$ cat src/hdl/wpfe_pkg.sv
// ----------------------------------------------------------------------------
// wpfe_pkg
// Shared types and constants of the wave pulse field engine.
// ----------------------------------------------------------------------------
package wpfe_pkg;

   // Default size of the pulse table
   localparam int MAX_PULSES_DEF = 16;

   // Action codes
   localparam logic [1:0] ACT_TICK  = 2'd0;
   localparam logic [1:0] ACT_EMIT  = 2'd1;
   localparam logic [1:0] ACT_QUERY = 2'd2;

   // Register indexes
   localparam int CSR_IDX_W = 3;
   localparam logic [CSR_IDX_W-1:0] CSR_TRACK_LENGTH = 3'd0;
   localparam logic [CSR_IDX_W-1:0] CSR_WAVE_SPEED   = 3'd1;
   localparam logic [CSR_IDX_W-1:0] CSR_DECAY_RATE   = 3'd2;
   localparam logic [CSR_IDX_W-1:0] CSR_FALLOFF      = 3'd3;
   localparam logic [CSR_IDX_W-1:0] CSR_THRESHOLD    = 3'd4;

   // Register reset values
   localparam logic [15:0] TRACK_LENGTH_RST = 16'd3072;
   localparam logic [15:0] WAVE_SPEED_RST   = 16'd3840;
   localparam logic [15:0] DECAY_RATE_RST   = 16'd2048;
   localparam logic [15:0] FALLOFF_RST      = 16'd4608;
   localparam logic [15:0] THRESHOLD_RST    = 16'd1;

   // x / 1000 for any 32-bit x: (x * DIV1000_MAGIC) >> DIV1000_SHIFT
   localparam logic [31:0] DIV1000_MAGIC = 32'h10624DD3;
   localparam int          DIV1000_SHIFT = 38;

   localparam logic [19:0] SUM_MAX = 20'hFFFFF;

   typedef struct packed {
      logic [1:0]  action;
      logic [15:0] delta_ms;
      logic [15:0] start_intensity;
      logic [15:0] position;
   } req_type;

   typedef struct packed {
      logic [19:0] intensity_sum;
      logic        slot_found;
   } rsp_type;

endpackage

$ cat src/hdl/wpfe_ram.sv
// ----------------------------------------------------------------------------
// wpfe_ram
// Generic single write port, single read port RAM with registered read.
// ----------------------------------------------------------------------------
module wpfe_ram #(
   parameter int WIDTH = 33,
   parameter int DEPTH = 16,
   parameter int AW    = (DEPTH > 1) ? $clog2(DEPTH) : 1
) (
   input  logic             clock,
   input  logic             wr_en,
   input  logic [AW-1:0]    wr_addr,
   input  logic [WIDTH-1:0] wr_data,
   input  logic             rd_en,
   input  logic [AW-1:0]    rd_addr,
   output logic [WIDTH-1:0] rd_data
);

   logic [WIDTH-1:0] mem_ff [DEPTH];

   always_ff @(posedge clock) begin
      if (wr_en) begin
         mem_ff[wr_addr] <= wr_data;
      end
      if (rd_en) begin
         rd_data <= mem_ff[rd_addr];
      end
   end

endmodule

$ cat src/hdl/wave_pulse_field_engine_top.sv
// ----------------------------------------------------------------------------
// wave_pulse_field_engine_top
// Table of travelling light pulses with tick, emit and query actions.
// ----------------------------------------------------------------------------
// One item at a time is worked by a small sequencer around a single shared
// 32x32 multiplier and a one-bit-per-cycle divider; the pulse table sits in a
// RAM with a registered read, and every slot visit passes a read state and an
// evaluate state. A tick makes two multiply and reciprocal passes for step and
// loss, then reads, updates and writes back each slot. An emit reads the slots
// in order and stops at the first free slot. A query reads every slot, and each
// live pulse needs two multiplies and a 16-step division. The result waits in
// an output register; a new item is taken once the sequencer is idle.
// Configuration writes are always taken.
module wave_pulse_field_engine_top #(
   parameter int MAX_PULSES = wpfe_pkg::MAX_PULSES_DEF
) (
   input  logic                                 clock,
   input  logic                                 reset,
   input  logic                                 req_valid,
   output logic                                 req_ready,
   input  wpfe_pkg::req_type                    req_data,
   output logic                                 rsp_valid,
   input  logic                                 rsp_ready,
   output wpfe_pkg::rsp_type                    rsp_data,
   input  logic                                 csr_valid,
   output logic                                 csr_ready,
   input  logic [wpfe_pkg::CSR_IDX_W-1:0]       csr_index,
   input  logic [15:0]                          csr_wdata
);
   import wpfe_pkg::*;

   localparam int IW = (MAX_PULSES > 1) ? $clog2(MAX_PULSES) : 1;
   localparam logic [IW-1:0] LAST_SLOT = IW'(MAX_PULSES - 1);
   localparam int WW = 33;

   typedef enum logic [3:0] {
      S_IDLE, S_MSPD, S_RSPD, S_MDEC, S_RDEC, S_LOSS, S_READ, S_EVAL,
      S_SQ, S_FM, S_DEN, S_DIV, S_ACC, S_NEXT, S_DONE
   } state_type;

   state_type        state_ff;
   req_type          req_ff;
   logic [15:0]      track_ff, speed_ff, decay_ff, falloff_ff, thr_ff;
   logic [IW-1:0]    slot_ff;
   logic [MAX_PULSES-1:0] vld_ff;
   logic             rd_vld_ff;
   logic [63:0]      prod_ff;
   logic [22:0]      step_ff, loss_ff;
   logic [15:0]      d_ff;
   logic [48:0]      den_ff;
   logic [39:0]      num_ff;
   logic [15:0]      q_ff;
   logic [3:0]       bit_ff;
   logic [19:0]      sum_ff;
   logic             found_ff;
   logic             rsp_valid_ff;
   rsp_type          rsp_data_ff;

   logic [31:0]      mul_a, mul_b;
   logic [WW-1:0]    ram_rdata, wr_data;
   logic             wr_en, rd_en;
   logic [15:0]      cur_pos, cur_inten;
   logic             cur_bwd, live;
   logic [15:0]      pos_in, inten_in;
   logic             bwd_in;
   logic signed [25:0] np, refl;
   logic [63:0]      den_sh;
   logic [20:0]      sum_wide;

   // Pulse table
   wpfe_ram #(.WIDTH(WW), .DEPTH(MAX_PULSES), .AW(IW)) u_ram (
      .clock   (clock),
      .wr_en   (wr_en),
      .wr_addr (slot_ff),
      .wr_data (wr_data),
      .rd_en   (rd_en),
      .rd_addr (slot_ff),
      .rd_data (ram_rdata)
   );

   assign req_ready = (state_ff == S_IDLE);
   assign csr_ready = 1'b1;
   assign rsp_valid = rsp_valid_ff;
   assign rsp_data  = rsp_data_ff;
   assign rd_en     = (state_ff == S_READ);

   // Slot as read; a never-written slot reads as all zero
   assign cur_pos   = rd_vld_ff ? ram_rdata[15:0]  : 16'd0;
   assign cur_inten = rd_vld_ff ? ram_rdata[31:16] : 16'd0;
   assign cur_bwd   = rd_vld_ff ? ram_rdata[32]    : 1'b0;
   assign live      = (cur_inten >= thr_ff);

   // Shared multiplier operand selection
   always_comb begin
      mul_a = 32'd0;
      mul_b = 32'd0;
      case (state_ff)
         S_MSPD:         begin mul_a = {16'd0, speed_ff}; mul_b = {16'd0, req_ff.delta_ms}; end
         S_MDEC:         begin mul_a = {16'd0, decay_ff}; mul_b = {16'd0, req_ff.delta_ms}; end
         S_RSPD, S_RDEC: begin mul_a = prod_ff[31:0];     mul_b = DIV1000_MAGIC; end
         S_SQ:           begin mul_a = {16'd0, d_ff};     mul_b = {16'd0, d_ff}; end
         S_FM:           begin mul_a = {16'd0, falloff_ff}; mul_b = prod_ff[31:0]; end
         default:        begin mul_a = 32'd0;             mul_b = 32'd0; end
      endcase
   end

   // Tick update of one slot: move, reflect once, clamp, decay
   always_comb begin
      np = cur_bwd ? (26'($signed({1'b0, cur_pos})) - 26'($signed({1'b0, step_ff})))
                   : (26'($signed({1'b0, cur_pos})) + 26'($signed({1'b0, step_ff})));
      refl   = np;
      bwd_in = cur_bwd;
      if (np < 0) begin
         refl   = -np;
         bwd_in = ~cur_bwd;
      end else if (np > 26'($signed({1'b0, track_ff}))) begin
         refl   = 26'($signed({1'b0, track_ff, 1'b0})) - np;
         bwd_in = ~cur_bwd;
      end
      if (refl < 0) begin
         pos_in = 16'd0;
      end else if (refl > 26'($signed({1'b0, track_ff}))) begin
         pos_in = track_ff;
      end else begin
         pos_in = refl[15:0];
      end
      if ({7'd0, cur_inten} > loss_ff) begin
         inten_in = cur_inten - loss_ff[15:0];
      end else begin
         inten_in = 16'd0;
      end
   end

   // Table write in the evaluate cycle
   always_comb begin
      wr_en   = 1'b0;
      wr_data = {cur_bwd, cur_inten, cur_pos};
      if (state_ff == S_EVAL) begin
         if (req_ff.action == ACT_TICK) begin
            wr_en   = 1'b1;
            wr_data = live ? {bwd_in, inten_in, pos_in} : {cur_bwd, 16'd0, cur_pos};
         end else if (req_ff.action == ACT_EMIT && !live) begin
            wr_en   = 1'b1;
            wr_data = {1'b0, req_ff.start_intensity, req_ff.position};
         end
      end
   end

   assign den_sh   = {15'd0, den_ff} << bit_ff;
   assign sum_wide = {1'b0, sum_ff} + {5'd0, q_ff};

   // Sequencer, configuration and output register
   always_ff @(posedge clock) begin
      prod_ff <= mul_a * mul_b;
      if (reset) begin
         state_ff     <= S_IDLE;
         vld_ff       <= '0;
         rd_vld_ff    <= 1'b0;
         rsp_valid_ff <= 1'b0;
         track_ff     <= TRACK_LENGTH_RST;
         speed_ff     <= WAVE_SPEED_RST;
         decay_ff     <= DECAY_RATE_RST;
         falloff_ff   <= FALLOFF_RST;
         thr_ff       <= THRESHOLD_RST;
      end else begin
         if (csr_valid) begin
            case (csr_index)
               CSR_TRACK_LENGTH: track_ff   <= csr_wdata;
               CSR_WAVE_SPEED:   speed_ff   <= csr_wdata;
               CSR_DECAY_RATE:   decay_ff   <= csr_wdata;
               CSR_FALLOFF:      falloff_ff <= csr_wdata;
               CSR_THRESHOLD:    thr_ff     <= csr_wdata;
               default: ;
            endcase
         end
         if (rsp_valid_ff && rsp_ready) begin
            rsp_valid_ff <= 1'b0;
         end
         if (wr_en) begin
            vld_ff[slot_ff] <= 1'b1;
         end

         case (state_ff)
            S_IDLE: begin
               if (req_valid) begin
                  req_ff   <= req_data;
                  slot_ff  <= '0;
                  sum_ff   <= 20'd0;
                  found_ff <= 1'b0;
                  case (req_data.action)
                     ACT_TICK:  state_ff <= S_MSPD;
                     ACT_EMIT:  state_ff <= S_READ;
                     ACT_QUERY: state_ff <= S_READ;
                     default:   state_ff <= S_DONE;
                  endcase
               end
            end
            S_MSPD: state_ff <= S_RSPD;
            S_RSPD: state_ff <= S_MDEC;
            S_MDEC: begin
               step_ff  <= prod_ff[DIV1000_SHIFT+22:DIV1000_SHIFT];
               state_ff <= S_RDEC;
            end
            S_RDEC: state_ff <= S_LOSS;
            S_LOSS: begin
               loss_ff  <= prod_ff[DIV1000_SHIFT+22:DIV1000_SHIFT];
               state_ff <= S_READ;
            end
            S_READ: begin
               rd_vld_ff <= vld_ff[slot_ff];
               state_ff  <= S_EVAL;
            end
            S_EVAL: begin
               state_ff <= S_NEXT;
               if (req_ff.action == ACT_EMIT && !live) begin
                  found_ff <= 1'b1;
                  state_ff <= S_DONE;
               end else if (req_ff.action == ACT_QUERY && live) begin
                  d_ff     <= (cur_pos >= req_ff.position) ? cur_pos - req_ff.position
                                                           : req_ff.position - cur_pos;
                  num_ff   <= {cur_inten, 24'd0};
                  state_ff <= S_SQ;
               end
            end
            S_SQ: state_ff <= S_FM;
            S_FM: state_ff <= S_DEN;
            S_DEN: begin
               den_ff   <= {1'b0, prod_ff[47:0]} + 49'h1000000;
               q_ff     <= 16'd0;
               bit_ff   <= 4'd15;
               state_ff <= S_DIV;
            end
            // Restoring division, one quotient bit a cycle
            S_DIV: begin
               if ({24'd0, num_ff} >= den_sh) begin
                  num_ff         <= 40'({24'd0, num_ff} - den_sh);
                  q_ff[bit_ff]   <= 1'b1;
               end
               if (bit_ff == 4'd0) begin
                  state_ff <= S_ACC;
               end else begin
                  bit_ff <= bit_ff - 4'd1;
               end
            end
            S_ACC: begin
               sum_ff   <= sum_wide[20] ? SUM_MAX : sum_wide[19:0];
               state_ff <= S_NEXT;
            end
            S_NEXT: begin
               if (slot_ff == LAST_SLOT) begin
                  state_ff <= S_DONE;
               end else begin
                  slot_ff  <= slot_ff + IW'(1);
                  state_ff <= S_READ;
               end
            end
            S_DONE: begin
               if (!rsp_valid_ff || rsp_ready) begin
                  rsp_valid_ff              <= 1'b1;
                  rsp_data_ff.intensity_sum <= sum_ff;
                  rsp_data_ff.slot_found    <= found_ff;
                  state_ff                  <= S_IDLE;
               end
            end
            default: state_ff <= S_IDLE;
         endcase
      end
   end

endmodule

$ cat config.mk
export PLATFORM = sky130hd
export DESIGN_NAME = wave_pulse_field_engine_top
export DESIGN_NICKNAME = d
export VERILOG_FILES = /design/src/hdl/wpfe_pkg.sv /design/src/hdl/wpfe_ram.sv /design/src/hdl/wave_pulse_field_engine_top.sv
export SDC_FILE = /design/constraint.sdc
export NUM_CORES = 2
export LEC_CHECK = 0
export ABC_AREA = 1
export ABC_CLOCK_PERIOD_IN_PS = 8500
export BUFFER_PORTS_ARGS = -buffer_cell sky130_fd_sc_hd__buf_4
export CORE_ASPECT_RATIO = 0.5
export CORE_MARGIN = 8
export CORE_UTILIZATION = 38
export CTS_CLUSTER_SIZE = 24
export DETAILED_ROUTE_END_ITERATION = 6
export HOLD_SLACK_MARGIN = 0.15
export PLACE_DENSITY = 0.62
export SLEW_MARGIN = 30
export SYNTH_ARGS = -nofsm -noshare
export SYNTH_HDL_FRONTEND = slang
export SYNTH_SLANG_ARGS = --single-unit
$ cat constraint.sdc
create_clock -name clock -period 8.5 [get_ports clock]
set_clock_uncertainty 0.2 [all_clocks]
set_input_delay 0.425 -clock clock [delete_from_list [all_inputs] [get_ports clock]]
set_output_delay 0.425 -clock clock [all_outputs]
set_load 0.01 [all_outputs]
==> Yosys cells after proc, flatten, opt, wreduce, memory -nomap -nowiden <==
Memory sizes are Yosys's and may differ from the RTL's. A register that Yosys moved wholly into a read port is not among the register bits.
Cells that the tools add are included.
{ "word_totals": {"ramBits": 528, "word_cells": 186, "mem_count": 1, "ff_bits": 430, "output_inout_bits": 24} }
{ "mem_list": {"columns": ["name", "depth", "width", "read_ports", "rd_clocked_by_memory_dff", "write_ports", "line", "source"], "rows": [
  ["u_ram.mem_ff", 16, 33, 1, 1, 1, "wpfe_ram.sv:19", "logic [WIDTH-1:0] mem_ff [DEPTH];"]
]} }
{ "classes": {"eq_ne": 32, "addsub": 12, "mul": 1, "shifts": 1, "bitwise_logic": 5, "mux": 57, "n_lt_le_gt_ge": 12, "reduce_logical": 39} }
{ "op_table": {"columns": ["cell", "count"], "rows": [
  ["32-bit one-hot mux with 5 select lines", 1],
  ["33-bit 2-to-1 mux", 4],
  ["32-bit one-hot mux with 4 select lines", 1],
  ["40-bit 2-to-1 mux", 3],
  ["16-bit 2-to-1 mux", 7],
  ["40-bit one-hot mux with 2 select lines", 1],
  ["26-bit 2-to-1 mux", 3],
  ["40-bit by 64-bit >= comparator with 1-bit output", 1],
  ["49-bit by 4-bit << shifter with 64-bit output", 1],
  ["32-bit by 32-bit multiplier with 61-bit output", 1],
  ["4-bit one-hot mux with 15 select lines", 1],
  ["26-bit by 17-bit greater-than comparator with 1-bit output", 2],
  ["26-bit by 1-bit less-than comparator with 1-bit output, second input constant", 2],
  ["48-bit by 25-bit adder with 49-bit output, second input constant", 1],
  ["16-bit subtractor", 3],
  ["20-bit 2-to-1 mux", 2],
  ["20-bit one-hot mux with 2 select lines", 1],
  ["40-bit subtractor", 1],
  ["4-bit == test, second input constant", 8],
  ["16-bit >= comparator", 2],
  ["16-bit OR", 2],
  ["16-bit one-hot mux with 2 select lines", 1],
  ["4-bit 2-to-1 mux", 7],
  ["26-bit negator", 1],
  ["38 further kinds", 102]
]} }

==> Depth between registers and ports, before layout <==
{ "logic_depth": {"ltp_word": 12, "mapped_depth": 54, "mapped_depth_nobuf": 50} }

==> Hierarchy <==
Synthesis repeated with hierarchy kept, for this count alone.
{ "unflattened": {"cells_unflattened": 9522, "hier_area_um2": 83093.4} }
{ "modules_own_cells": {"columns": ["module", "n_inst", "area_per_inst_um2", "cells_per_inst"], "rows": [
  ["wave_pulse_field_engine_top", 1, 59522.1, 7337],
  ["wpfe_ram", 1, 23571.4, 2185]
]} }

==> Worst setup path before layout <==
Ideal clock, no wire load.
{ "synth_timing": {"path_kind": "register to register", "startpoint": "reg state_ff[3]", "endpoint": "reg prod_ff[57]", "arrival_ps": 8307, "slack_ps": -79, "n_path_buf": 3, "stages_incl_launch_ff": 37, "path_cell_list": "dfxtp_1 -> inv_1 -> nor2_1 -> inv_1 -> nor2_1 -> clkinv_1 -> clkbuf_1 -> buf_1 -> nor2_1 -> clkbuf_1 -> nand2_1 -> fa_1 -> inv_1 -> fa_1 -> inv_1 -> fa_1 -> inv_1 -> fa_1 -> fa_1 -> fa_1 -> fa_1 -> inv_1 -> fa_1 -> inv_1 -> ha_1 -> nand2_1 -> nor2_1 -> nand2_1 -> nor4_1 -> a21oi_1 -> o21ai_0 -> nand3_1 -> o211ai_1 -> a21o_1 -> nand3_1 -> nand3_1 -> xor2_1"} }
{ "synth_via": {"elab_chain_cells": 4} }
{ "synth_lines": {"columns": ["item", "line", "source"], "rows": [
  ["start, declared", "wave_pulse_field_engine_top.sv:41", "state_type state_ff;"],
  ["start signal, assigned", "wave_pulse_field_engine_top.sv:156", "state_ff <= S_IDLE;"],
  ["start signal, assigned", "wave_pulse_field_engine_top.sv:191", "ACT_TICK: state_ff <= S_MSPD;"],
  ["start signal, assigned", "wave_pulse_field_engine_top.sv:192", "ACT_EMIT: state_ff <= S_READ;"],
  ["4-bit by 3-bit == test with 1-bit output (tied with other cells)", "wave_pulse_field_engine_top.sv:97", "case (state_ff)"],
  ["2-bit OR reduction (on tied branches)", null, null],
  ["32-bit one-hot mux with 5 select lines / 32-bit one-hot mux with 4 select lines (equally long branches)", "wave_pulse_field_engine_top.sv:97", null],
  ["32-bit by 32-bit multiplier with 61-bit output *", "wave_pulse_field_engine_top.sv:154", "prod_ff <= mul_a * mul_b;"],
  ["end signal, assigned", "wave_pulse_field_engine_top.sv:154", null],
  ["end, declared", "wave_pulse_field_engine_top.sv:47", "logic [63:0] prod_ff;"]
]} }
Mark *: on every way between the ends. The rest lies on a longest branch, timed or not.
A chain may end at the register's enable or synchronous reset.

==> Worst setup path after layout <==
{ "layout_timing": {"startpoint": "reg state_ff[1]", "endpoint": "reg prod_ff[57]"} }
The elaborated chain is that of the path after synthesis.

==> reports/results.ini <==
[timing]
slew_headroom_pct=29.3
setup_repair_after_global_routing_missed_its_margin=yes
post-route-min-period_ns=8.54
worst_slack_ns=-0.0435
maxClockFrequency_ghz=0.117
timing_max_transition_violations_final=0
worst-slew-pin-transition_ns=1.06
final.period_utilization_pct=101
hold_viol=0
report.final.setup_viol=1

[drt]
drt_wl_total_um=254000
drtIter0Drc=5786
wl_per_cell_um=20.1
antenna_left=0
route.detailed.drc=0
vias_per_cell=5.07
detailroute.via_count=64300
detailedRoute.firstPassIterationCount=6

[run_status]
failed_checks=negative setup slack
status=finished, violations left

[clock_tree]
cts-buffers-inserted=98
root_buffer_cell=clkbuf_16
ctsLongestPathBuffers=3
worst_skew_pair.late_latency_ns=0.73
clock_tree_from_tritoncts=built
h-tree-depth=3
clkSlewWorstSetupHoldPaths_ns=0.07
tritoncts_sink_count=991

[cells_and_area]
syn2layout_area_growth_pct=19.4
post-route-cell-area_um2=96400
design.final.nets=11200
final_cell_mix=inv_1, nand2_1, nor2_1
most_common_cell_after_layout_fill_and_taps_aside=inv_1
drive_gt1_share_pct=13.5
final_util_pct=45.7

[die]
std_cell_rows=119
pin_count=98
floorplan.initialDensity_pct=38.3
die-area_um2=228000
die_w_um=668
floorplan.core_area_um2=211000
die_h_um=342

[flow_run]
max_cap_viol_count=0

[worst_setup_path]
cp_max_fo=6
worst_path_most_repeated_cell=fa_1
arrival_ns=8.96
crit_slowest_cell=fa_2
timing.critical_path.from_type=flip-flop
worst_ep_required_ns=8.92
cp-end-kind=flip-flop
critical_path_start_end_classification=flip-flop to flip-flop
timing.critical_path.slowest_cell_delay_ns=0.59
worst-r2r-cell-count=39

[placement]
place_area_um2=90500
dpl.hpwl_um=196000
place_congestion=1.00
port_buffers=96

[synth]
synth_async_sr_flop_share_pct=0
synth_warnings=0
seq_area_frac_synth_pct=34.8
synth_enable_flop_cells=828
yosys_reg_bits=991
netlist_area_um2=80800
post_synth.cell_area_avg_um2=9.17
synthFlopType=edfxtp_1
syn_inst=8812
synth_cell_types=72

[global_route]
top_usage_layer=met2
antenna_violations_before_repair=7
global_route.usage.met2_pct=35.7
globalRouteTotalUtil_pct=22.0
met1_demand_to_capacity_share_in_global_routing_pct=30.1
overflow_left_after_global_routing=0
wire_length_of_the_first_global_routing_pass_um=386000
maximum_number_of_pins_on_one_net_before_global_route_repair=203
groute.layer.met3.usage_pct=3.40
number_of_global_route_vias_before_repair=63900

[min_path]
min-delay-path-class=input pin to flip-flop
hold-path-cell-count=2

[synthesized netlist by cell type, types with 12 or more instances]
library cell / number / share of area [%]
a21o_1: 12 / 0.11
ha_1: 442 / 6.8
buf_1: 16 / 0.074
a21oi_1: 385 / 2.4
fa_1: 902 / 22
nand4_1: 90 / 0.70
nor2_2: 14 / 0.11
nor2_1: 981 / 4.6
dfxtp_1: 163 / 4.0
mux2i_1: 29 / 0.36
edfxtp_1: 828 / 31
inv_1: 1733 / 8.1
nor3_1: 53 / 0.33
o21ai_0: 629 / 3.9
nor4_1: 14 / 0.11
inv_2: 21 / 0.098
a31oi_1: 36 / 0.28
o41ai_1: 14 / 0.15
o22ai_1: 139 / 1.1
nand2_2: 32 / 0.25
nand2_1: 1332 / 6.2
clkinv_1: 21 / 0.098
o21a_1: 40 / 0.37
clkbuf_1: 261 / 1.2
nand3_1: 201 / 1.2
o21ai_1: 35 / 0.22
o21bai_1: 18 / 0.17
o211ai_1: 24 / 0.22
xnor2_1: 65 / 0.70
nand3_2: 15 / 0.19
xor2_1: 99 / 1.1
[cells by family after synthesis]
group	synth area share, %
AO/OA/AOI/OAI	9.91
adder cells (fa/ha/maj)	29.2
other	0.00930
multiplexers	0.359
AND/OR/NAND/NOR	14.2
XOR/XNOR	1.78
flip-flops	34.8
buffers and inverters	9.75
[worst max-delay path, delay by kind of cell, from the launching register on]
family,cells,cell delay [ns]
simple gates,11,1.25
compound gates,5,0.87
flops,1,0.36
xor+xnor,1,0.14
fa+ha+maj,9,4.35
buf+inv,13,1.28
[state kept, by name, indices dropped and copies added (netlist names), 4 cells and up]
signal         flops
prod_ff           61
den_ff            49
u_ram.rd_data     33
q_ff              16
num_ff            40
speed_ff          16
u_ram.mem_ff     528
state_ff           4
vld_ff            16
bit_ff             4
track_ff          16
sum_ff            20
thr_ff            16
slot_ff            4
d_ff              16
step_ff           23
loss_ff           23
req_ff            50
rsp_data          21
falloff_ff        16
decay_ff          16
[per-stage QoR]
stage	setup WS [ns]	hold WS [ns]	instances	setup TNS, ns
after global routing	-0.349	0.181	12700	-2.93
after global placement	-0.689	0.235	12300	-9.92
after detailed placement	-0.779	0.228	12400	-11.25
after CTS	-0.0522	0.156	12700	-0.0699
after floorplan	0.00401	0.200	9109	0
final	-0.0435	0.219	12700	-0.0435
[worst paths after layout]
path / startpoint / endpoint / slack, ns
worst max-delay path: state_ff[1] / prod_ff[57] / -0.04
worst min-delay path: req_data[3] / req_ff[3] / 0.22
worst max register to register: state_ff[1] / prod_ff[57] / -0.04
worst min register to register: prod_ff[50] / loss_ff[12] / 0.24
[cell type report]
cell class                 instances  area, µm²
clock inverter                    48        557
tap                             2843       3560
clock buffer                     131       2750
sequential                       991      28100
timing repair buffer             846       7420
fill                           20100     114000
antenna                            3       7.51
multi-input combinational       6043      47300
inverter                        1776       6700
[metal layers]
metal  share of wire, %  up-vias
met5             0.0071        -
met4                4.0        4
met3                7.7      450
met2                 46     2422
met1                 43    31600
li1                   -    29800
[timing repair]
item	4_1_cts	5_1_grt
buffers inserted	51	19
gates resized for setup	186	171
cloned	0	2
hold endpoints to repair	168	0
endpoints found under the setup margin	29	284
pin swaps	94	78
hold buffers	79	0
Power is not shown: default switching activity piles up to over one toggle a cycle in this logic, so the estimate is an artifact.
